### src/sv/lss_pkg.sv
`timescale 1ns / 1ps

package lss_pkg;

   localparam int unsigned CSR_INDEX_W = 3;

   localparam logic [7:0] CMD_SWITCH_GLOBAL  = 8'h04;
   localparam logic [7:0] CMD_CONFIG_NODE_ID = 8'h11;
   localparam logic [7:0] CMD_STORE_CONFIG   = 8'h17;
   localparam logic [7:0] CMD_SEL_VENDOR     = 8'h40;
   localparam logic [7:0] CMD_SEL_PRODUCT    = 8'h41;
   localparam logic [7:0] CMD_SEL_REVISION   = 8'h42;
   localparam logic [7:0] CMD_SEL_SERIAL     = 8'h43;
   localparam logic [7:0] CMD_QUERY_VENDOR   = 8'h5A;
   localparam logic [7:0] CMD_QUERY_PRODUCT  = 8'h5B;
   localparam logic [7:0] CMD_QUERY_REVISION = 8'h5C;
   localparam logic [7:0] CMD_QUERY_SERIAL   = 8'h5D;
   localparam logic [7:0] CMD_QUERY_NODE_ID  = 8'h5E;

   localparam logic [CSR_INDEX_W-1:0] REG_VENDOR_ID       = 3'd0;
   localparam logic [CSR_INDEX_W-1:0] REG_PRODUCT_CODE    = 3'd1;
   localparam logic [CSR_INDEX_W-1:0] REG_REVISION_NUMBER = 3'd2;
   localparam logic [CSR_INDEX_W-1:0] REG_SERIAL_NUMBER   = 3'd3;
   localparam logic [CSR_INDEX_W-1:0] REG_INITIAL_NODE_ID = 3'd4;
   localparam logic [CSR_INDEX_W-1:0] REG_STORE_RESULT    = 3'd5;

   localparam logic [6:0]  NODE_ID_UNSET      = 7'h00;
   localparam logic [15:0] STORE_RESULT_RESET = 16'h0001;
   localparam logic [7:0]  STORE_ERR_SPECIFIC = 8'hFF;
   localparam logic [31:0] STORE_NO_NODE_ID   = 32'h0000_0101;

   localparam logic [1:0] STAGE_VENDOR   = 2'd0;
   localparam logic [1:0] STAGE_PRODUCT  = 2'd1;
   localparam logic [1:0] STAGE_REVISION = 2'd2;
   localparam logic [1:0] STAGE_SERIAL   = 2'd3;

   typedef struct packed {
      logic [31:0] vendor_id;
      logic [31:0] product_code;
      logic [31:0] revision_number;
      logic [31:0] serial_number;
      logic [15:0] store_result;
   } cfg_type;

   typedef struct packed {
      logic       load;
      logic [6:0] node_id;
   } node_load_type;

   typedef struct packed {
      logic        emit;
      logic [31:0] data;
   } result_type;

   typedef struct packed {
      logic       config_mode;
      logic [1:0] select_stage;
      logic [6:0] node_address;
   } status_type;

endpackage

### src/sv/lss_if.sv
`timescale 1ns / 1ps

interface lss_req_if;
   logic        valid;
   logic        ready;
   logic [7:0]  command;
   logic [31:0] argument;

   modport source (output valid, output command, output argument, input ready);
   modport sink (input valid, input command, input argument, output ready);
endinterface

interface lss_rsp_if;
   logic        valid;
   logic        ready;
   logic [7:0]  reply_command;
   logic [31:0] reply_data;

   modport source (output valid, output reply_command, output reply_data, input ready);
   modport sink (input valid, input reply_command, input reply_data, output ready);
endinterface

interface lss_csr_if;
   logic        valid;
   logic        ready;
   logic [2:0]  index;
   logic [31:0] data;

   modport source (output valid, output index, output data, input ready);
   modport sink (input valid, input index, input data, output ready);
endinterface

### src/sv/lss_csr_regs.sv
`timescale 1ns / 1ps

module lss_csr_regs (
   input  logic                                 clock,
   input  logic                                 reset,
   input  logic                                 wr_en,
   input  logic [lss_pkg::CSR_INDEX_W-1:0]      wr_index,
   input  logic [31:0]                          wr_data,
   output lss_pkg::cfg_type                     cfg,
   output lss_pkg::node_load_type               node_load
);
   import lss_pkg::*;

   cfg_type cfg_ff;

   always_ff @(posedge clock) begin
      if (reset) begin
         cfg_ff.vendor_id       <= '0;
         cfg_ff.product_code    <= '0;
         cfg_ff.revision_number <= '0;
         cfg_ff.serial_number   <= '0;
         cfg_ff.store_result    <= STORE_RESULT_RESET;
      end else if (wr_en) begin
         case (wr_index)
            REG_VENDOR_ID:       cfg_ff.vendor_id       <= wr_data;
            REG_PRODUCT_CODE:    cfg_ff.product_code    <= wr_data;
            REG_REVISION_NUMBER: cfg_ff.revision_number <= wr_data;
            REG_SERIAL_NUMBER:   cfg_ff.serial_number   <= wr_data;
            REG_STORE_RESULT:    cfg_ff.store_result    <= wr_data[15:0];
            default: ;
         endcase
      end
   end

   // initial node id is not kept: it goes straight into the node address
   assign node_load.load    = wr_en && (wr_index == REG_INITIAL_NODE_ID);
   assign node_load.node_id = wr_data[6:0];
   assign cfg               = cfg_ff;

endmodule

### src/sv/lss_cmd_decode.sv
`timescale 1ns / 1ps

module lss_cmd_decode (
   input  logic                      clock,
   input  logic                      reset,
   input  logic                      fire,
   input  logic [7:0]                command,
   input  logic [31:0]               argument,
   input  lss_pkg::cfg_type          cfg,
   input  lss_pkg::node_load_type    node_load,
   output lss_pkg::result_type       result,
   output lss_pkg::status_type       status
);
   import lss_pkg::*;

   logic       mode_ff, mode_in;
   logic [1:0] stage_ff, stage_in;
   logic [6:0] node_ff, node_in;
   logic [7:0] b1;

   assign b1 = argument[7:0];

   always_comb begin
      mode_in     = mode_ff;
      stage_in    = stage_ff;
      node_in     = node_ff;
      result.emit = 1'b0;
      result.data = '0;
      case (command)
         CMD_SWITCH_GLOBAL: begin
            if (b1 == 8'd1) begin
               mode_in = 1'b1;
            end else if (b1 == 8'd0) begin
               mode_in = 1'b0;
            end
            stage_in = STAGE_VENDOR;
         end
         CMD_CONFIG_NODE_ID: begin
            if (mode_ff) begin
               result.emit = 1'b1;
               if (b1 == 8'd0 || b1[7]) begin
                  result.data = 32'd1;
               end else begin
                  node_in = b1[6:0];
               end
            end
         end
         CMD_STORE_CONFIG: begin
            if (mode_ff) begin
               result.emit = 1'b1;
               if (node_ff == NODE_ID_UNSET) begin
                  result.data = STORE_NO_NODE_ID;
               end else if (cfg.store_result[7:0] == STORE_ERR_SPECIFIC) begin
                  result.data = {16'd0, cfg.store_result};
               end else begin
                  result.data = {24'd0, cfg.store_result[7:0]};
               end
            end
         end
         CMD_SEL_VENDOR: begin
            if (argument == cfg.vendor_id) begin
               stage_in = STAGE_PRODUCT;
            end
         end
         CMD_SEL_PRODUCT: begin
            if (stage_ff != STAGE_VENDOR && argument == cfg.product_code) begin
               stage_in = STAGE_REVISION;
            end
         end
         CMD_SEL_REVISION: begin
            if ((stage_ff == STAGE_REVISION || stage_ff == STAGE_SERIAL)
                && argument == cfg.revision_number) begin
               stage_in = STAGE_SERIAL;
            end
         end
         CMD_SEL_SERIAL: begin
            if (stage_ff == STAGE_SERIAL && argument == cfg.serial_number) begin
               mode_in     = !mode_ff;
               stage_in    = STAGE_VENDOR;
               result.emit = 1'b1;
               // answer is one when leaving configuration mode
               result.data = {31'd0, mode_ff};
            end
         end
         CMD_QUERY_VENDOR: begin
            result.emit = mode_ff;
            result.data = cfg.vendor_id;
         end
         CMD_QUERY_PRODUCT: begin
            result.emit = mode_ff;
            result.data = cfg.product_code;
         end
         CMD_QUERY_REVISION: begin
            result.emit = mode_ff;
            result.data = cfg.revision_number;
         end
         CMD_QUERY_SERIAL: begin
            result.emit = mode_ff;
            result.data = cfg.serial_number;
         end
         CMD_QUERY_NODE_ID: begin
            result.emit = mode_ff;
            result.data = {25'd0, node_ff};
         end
         default: ;
      endcase
   end

   always_ff @(posedge clock) begin
      if (reset) begin
         mode_ff  <= 1'b0;
         stage_ff <= STAGE_VENDOR;
         node_ff  <= NODE_ID_UNSET;
      end else if (node_load.load) begin
         node_ff <= node_load.node_id;
      end else if (fire) begin
         mode_ff  <= mode_in;
         stage_ff <= stage_in;
         node_ff  <= node_in;
      end
   end

   assign status.config_mode  = mode_ff;
   assign status.select_stage = stage_ff;
   assign status.node_address = node_ff;

endmodule

### src/sv/lss_slave_command_handler.sv
`timescale 1ns / 1ps
// a response is registered in the response register when its request leaves the request register
// throughput: one request per cycle while the response side takes its results
// the request register and the response register decouple the two channels
// reset: control state cleared, identity registers 0, store result code 1,
// node address 0, configuration mode off and selection restarted

module lss_slave_command_handler (
   input logic      clock,
   input logic      reset,
   lss_req_if.sink  req_chan,
   lss_rsp_if.source rsp_chan,
   lss_csr_if.sink  csr_chan
);
   import lss_pkg::*;

   logic        req_valid_ff;
   logic [7:0]  req_command_ff;
   logic [31:0] req_argument_ff;
   logic        rsp_valid_ff;
   logic [7:0]  rsp_command_ff;
   logic [31:0] rsp_data_ff;
   logic        advance;
   logic        req_fire;

   cfg_type       cfg;
   node_load_type node_load;
   result_type    result;
   status_type    status;

   assign advance  = req_valid_ff && (!rsp_valid_ff || rsp_chan.ready);
   assign req_chan.ready = !req_valid_ff || advance;
   assign req_fire = req_chan.valid && req_chan.ready;
   assign csr_chan.ready = 1'b1;

   lss_csr_regs u_regs (
      .clock     (clock),
      .reset     (reset),
      .wr_en     (csr_chan.valid),
      .wr_index  (csr_chan.index),
      .wr_data   (csr_chan.data),
      .cfg       (cfg),
      .node_load (node_load)
   );

   lss_cmd_decode u_decode (
      .clock     (clock),
      .reset     (reset),
      .fire      (advance),
      .command   (req_command_ff),
      .argument  (req_argument_ff),
      .cfg       (cfg),
      .node_load (node_load),
      .result    (result),
      .status    (status)
   );

   // request register
   always_ff @(posedge clock) begin
      if (reset) begin
         req_valid_ff <= 1'b0;
      end else if (req_chan.ready) begin
         req_valid_ff <= req_chan.valid;
      end
      if (req_fire) begin
         req_command_ff  <= req_chan.command;
         req_argument_ff <= req_chan.argument;
      end
   end

   // response register
   always_ff @(posedge clock) begin
      if (reset) begin
         rsp_valid_ff <= 1'b0;
      end else if (advance) begin
         rsp_valid_ff <= result.emit;
      end else if (rsp_chan.ready) begin
         rsp_valid_ff <= 1'b0;
      end
      if (advance && result.emit) begin
         rsp_command_ff <= req_command_ff;
         rsp_data_ff    <= result.data;
      end
   end

   assign rsp_chan.valid         = rsp_valid_ff;
   assign rsp_chan.reply_command = rsp_command_ff;
   assign rsp_chan.reply_data    = rsp_data_ff;

`ifndef SYNTHESIS
   a_reset_clears_rsp: assert property (@(posedge clock)
      $past(reset) |-> !rsp_valid_ff)
      else $error("response valid after reset");

   a_no_switch_reply: assert property (@(posedge clock) disable iff (reset)
      rsp_valid_ff |-> (rsp_command_ff != CMD_SWITCH_GLOBAL))
      else $error("reply to a global switch command");

   a_stall_only_when_blocked: assert property (@(posedge clock) disable iff (reset)
      (req_valid_ff && !advance) |-> (rsp_valid_ff && !rsp_chan.ready))
      else $error("request held without a blocked response");

   a_serial_stage_order: assert property (@(posedge clock) disable iff (reset)
      (status.select_stage == STAGE_SERIAL && $past(status.select_stage) != STAGE_SERIAL
       && !$past(reset))
      |-> ($past(status.select_stage) == STAGE_REVISION))
      else $error("selection reached serial stage out of order");
`endif

endmodule
### src/flat_wrapper.sv
// flat-port wrapper written by rule: the top's interface ports become plain ports
module lss_slave_command_handler_flat import lss_pkg::*;
  (clock, reset, req_chan_valid, req_chan_command, req_chan_argument, req_chan_ready, rsp_chan_valid, rsp_chan_reply_command, rsp_chan_reply_data, rsp_chan_ready, csr_chan_valid, csr_chan_index, csr_chan_data, csr_chan_ready);
  lss_req_if req_chan_i ();
  lss_rsp_if rsp_chan_i ();
  lss_csr_if csr_chan_i ();
  input logic clock;
  input logic reset;
  input wire logic [$bits(req_chan_i.valid)-1:0] req_chan_valid;
  input wire logic [$bits(req_chan_i.command)-1:0] req_chan_command;
  input wire logic [$bits(req_chan_i.argument)-1:0] req_chan_argument;
  output wire logic [$bits(req_chan_i.ready)-1:0] req_chan_ready;
  output wire logic [$bits(rsp_chan_i.valid)-1:0] rsp_chan_valid;
  output wire logic [$bits(rsp_chan_i.reply_command)-1:0] rsp_chan_reply_command;
  output wire logic [$bits(rsp_chan_i.reply_data)-1:0] rsp_chan_reply_data;
  input wire logic [$bits(rsp_chan_i.ready)-1:0] rsp_chan_ready;
  input wire logic [$bits(csr_chan_i.valid)-1:0] csr_chan_valid;
  input wire logic [$bits(csr_chan_i.index)-1:0] csr_chan_index;
  input wire logic [$bits(csr_chan_i.data)-1:0] csr_chan_data;
  output wire logic [$bits(csr_chan_i.ready)-1:0] csr_chan_ready;
  assign req_chan_i.valid = req_chan_valid;
  assign req_chan_i.command = req_chan_command;
  assign req_chan_i.argument = req_chan_argument;
  assign req_chan_ready = req_chan_i.ready;
  assign rsp_chan_valid = rsp_chan_i.valid;
  assign rsp_chan_reply_command = rsp_chan_i.reply_command;
  assign rsp_chan_reply_data = rsp_chan_i.reply_data;
  assign rsp_chan_i.ready = rsp_chan_ready;
  assign csr_chan_i.valid = csr_chan_valid;
  assign csr_chan_i.index = csr_chan_index;
  assign csr_chan_i.data = csr_chan_data;
  assign csr_chan_ready = csr_chan_i.ready;
  lss_slave_command_handler u_core (.clock(clock), .reset(reset), .req_chan(req_chan_i), .rsp_chan(rsp_chan_i), .csr_chan(csr_chan_i));
endmodule
### config.mk
export PLATFORM = sky130hd
export DESIGN_NAME = lss_slave_command_handler_flat
export DESIGN_NICKNAME = d
export VERILOG_FILES = /design/src/sv/lss_pkg.sv /design/src/sv/lss_if.sv /design/src/sv/lss_csr_regs.sv /design/src/sv/lss_cmd_decode.sv /design/src/sv/lss_slave_command_handler.sv /design/src/flat_wrapper.sv
export SDC_FILE = /design/constraint.sdc
export NUM_CORES = 1
export LEC_CHECK = 0
export ABC_AREA = 0
export BUFFER_PORTS_ARGS = -buffer_cell sky130_fd_sc_hd__buf_2
export CAP_MARGIN = 5
export CORE_UTILIZATION = 60
export DETAILED_ROUTE_END_ITERATION = 7
export PLACE_DENSITY = 0.92
export SLEW_MARGIN = 15
export SYNTH_ARGS = -nofsm -noshare
export SYNTH_HDL_FRONTEND = slang
export SYNTH_HIERARCHICAL = 1
export SYNTH_SLANG_ARGS = --single-unit
### constraint.sdc
create_clock -name clock -period 7.84 [get_ports clock]
set_input_delay 0.392 -clock clock [delete_from_list [all_inputs] [get_ports clock]]
set_output_delay 0.392 -clock clock [all_outputs]
set_load 0.005 [all_outputs]
==> run summary <==
syn_nets -> 1116
reg2reg start -> u_core/req_argument_ff[7]$_DFFE_PP_
most frequent cells in the layout -> nand2b_1 (178), mux2i_1 (162), dfxtp_1 (156)
Ys Warns -> 6
worst hold start -> req_chan_argument[29]
clock skew -> 0.00959 ns
Seq pwr share -> 0.493
IO Port Bufs -> 121
final net count -> 1206
Clk pwr share -> 0.441
worst setup path start -> u_core/req_argument_ff[7]$_DFFE_PP_
via/cell ratio -> 6.29
Reg2Reg Depth -> 8
gr usage total -> 0.318
FF-to-FF setup slack -> 4.34 ns
vias in the first global route -> 8437
1st-pass router iterations -> 8
Starting Density -> 0.619
Fin. Hold Viols -> 0
share of cells above drive strength 1 -> 0.157
CTS tree -> done
clk sink count -> 236
Num CTS Buffers -> 24
final number of max-transition violations -> 0
final core utilization -> 0.703
startpoint type of the worst setup path -> flop
WL final -> 31400 um
initial antenna violation count -> 0
critical path endpoint category -> flop
Post-CTS Setup Bufs -> 0
routed vias -> 8639
Pwr Density -> 211 nW/um2
worst hold slack -> 0.0402 ns
Die Y -> 139 um
RSZ-0062 raised after global routing -> no
Worst Hold Class -> input port to flop
DR iter-0 viols -> 1144
CTS root buffer -> clkbuf_16
clock latency on the worst-skew pair -> 0.52 ns
status -> finished with violations
routed len/inst -> 22.9 um
largest net degree at the start of global routing -> 106
worst reg2reg endpoint -> u_core/rsp_chan.reply_data[13]$_DFFE_PP_
CTS resizes -> 0
Worst Hold End -> u_core/req_argument_ff[29]$_DFFE_PP_
GP Congestion -> 0.935
Syn Area/Cell -> 10.9 um2
clk slew on worst S/H paths -> 0.07 ns
die span in x -> 139 um
VDD IR-drop max -> 169 uV
fmax -> 0.285 GHz
Net Sw Power -> 0.625 mW
crit-path max FO -> 24
Leak -> 5.48 nW
hold path cells -> 1
area grow syn2layout -> 13.6%
WS Path Type -> flop to flop
failing checks -> DRC
Ant. Diodes -> 0
Worst EP arrival -> 3.69 ns
first-pass GRT wire length -> 47500 um
Slew headroom -> 0.261
Core ar. -> 18200 um2
number of top-level design ports -> 123
endpoints failing setup -> 0
Critical Path RT -> 8.03 ns
post-route DRC violation count -> 3
commonest non-fill, non-tap cell in the layout -> nand2b_1
Mapped Area -> 11300 um2
sw frac -> 0.231
maxcap violations -> 0
Int Pwr -> 2.08 mW
Gate power share -> 0.066
fin crit share -> 0.447
Clock Tree Buf Depth -> 3
H-tree depth -> 1
Post-Synthesis Cells -> 1036
row cnt -> 49
Post-DRT Antenna Nets -> 0
GRT overflow -> 0
Tightest Pin Transition -> 1.11 ns
die area -> 19300 um2
minimum clock period -> 3.50 ns
Setup TNS Final -> 0 ns
Detailed Place HPWL -> 20900 um
# hold bufs at CTS -> 0
-- cell type report --
cell class / count / area, um2
Inverter: 12 / 45.0
Clock buffer: 36 / 728
Clock inverter: 8 / 96.3
Fill cell: 1239 / 5410
Multi-Input combinational cell: 717 / 5400
Sequential cell: 236 / 5530
Tap cell: 229 / 287
Timing Repair Buffer: 135 / 713
-- through the flow --
step           area, um2  worst slack (ns)  total power, mW  std cells
2_1_floorplan      11300              3.93             1.46       1036
3_3_place_gp       12000              4.62             1.52       1329
3_5_place_dp       12000              4.56             1.53       1329
4_1_cts            12800              4.40             2.70       1373
5_1_grt            12800              4.22             2.77       1373
6_report           12800              4.34             2.70       1373
-- worst max-delay path by stage --
stage,endpoint,depth (start not counted)
after floorplan,u_core/rsp_chan.reply_command[0]$_DFFE_PP_,7
after global placement,u_core/rsp_chan.reply_data[13]$_DFFE_PP_,8
after detailed placement,u_core/rsp_chan.reply_data[14]$_DFFE_PP_,8
after CTS,u_core/rsp_chan.reply_data[14]$_DFFE_PP_,8
after global routing,u_core/rsp_chan.reply_data[7]$_DFFE_PP_,8
final,u_core/rsp_chan.reply_data[13]$_DFFE_PP_,8
-- power groups by stage --
stage	Combinational (mW)	Sequential [mW]	Clock, mW
after floorplan	0.118	1.34	0
after global routing	0.187	1.33	1.25
after detailed placement	0.172	1.36	0
after CTS	0.174	1.33	1.20
final	0.179	1.33	1.19
after global placement	0.170	1.35	0
-- layer usage --
metal / global-route usage / routed length (um)
met3: 0.0704 / 3600
met2: 0.511 / 14400
met1: 0.408 / 11900
met4: 0.150 / 1480
met5: 0 / 0
-- flip-flops by register name, indices dropped and copies added, names as in the netlist --
name and count:
u_core/req_argument_ff 32, u_core/req_command_ff 8, u_core/req_valid_ff 1, u_core/rsp_chan.reply_command 8
u_core/rsp_chan.reply_data 32, u_core/rsp_chan.valid 1, u_core/u_decode/mode_ff 1, u_core/u_decode/node_ff 7
u_core/u_decode/stage_ff 2, u_core/u_regs/cfg 144
-- critical path, cell delays in order (launching register included) --
cell and delay [ns]:
edfxtp_1 0.53, xor2_1 0.21, nor4_1 0.39, nand4_1 0.30
nor4_1 0.51, o21bai_1 0.18, nand2_1 0.11, nor2b_4 0.49
buf_4 0.42
No activity file was read; power rests on OpenSTA's default activity.
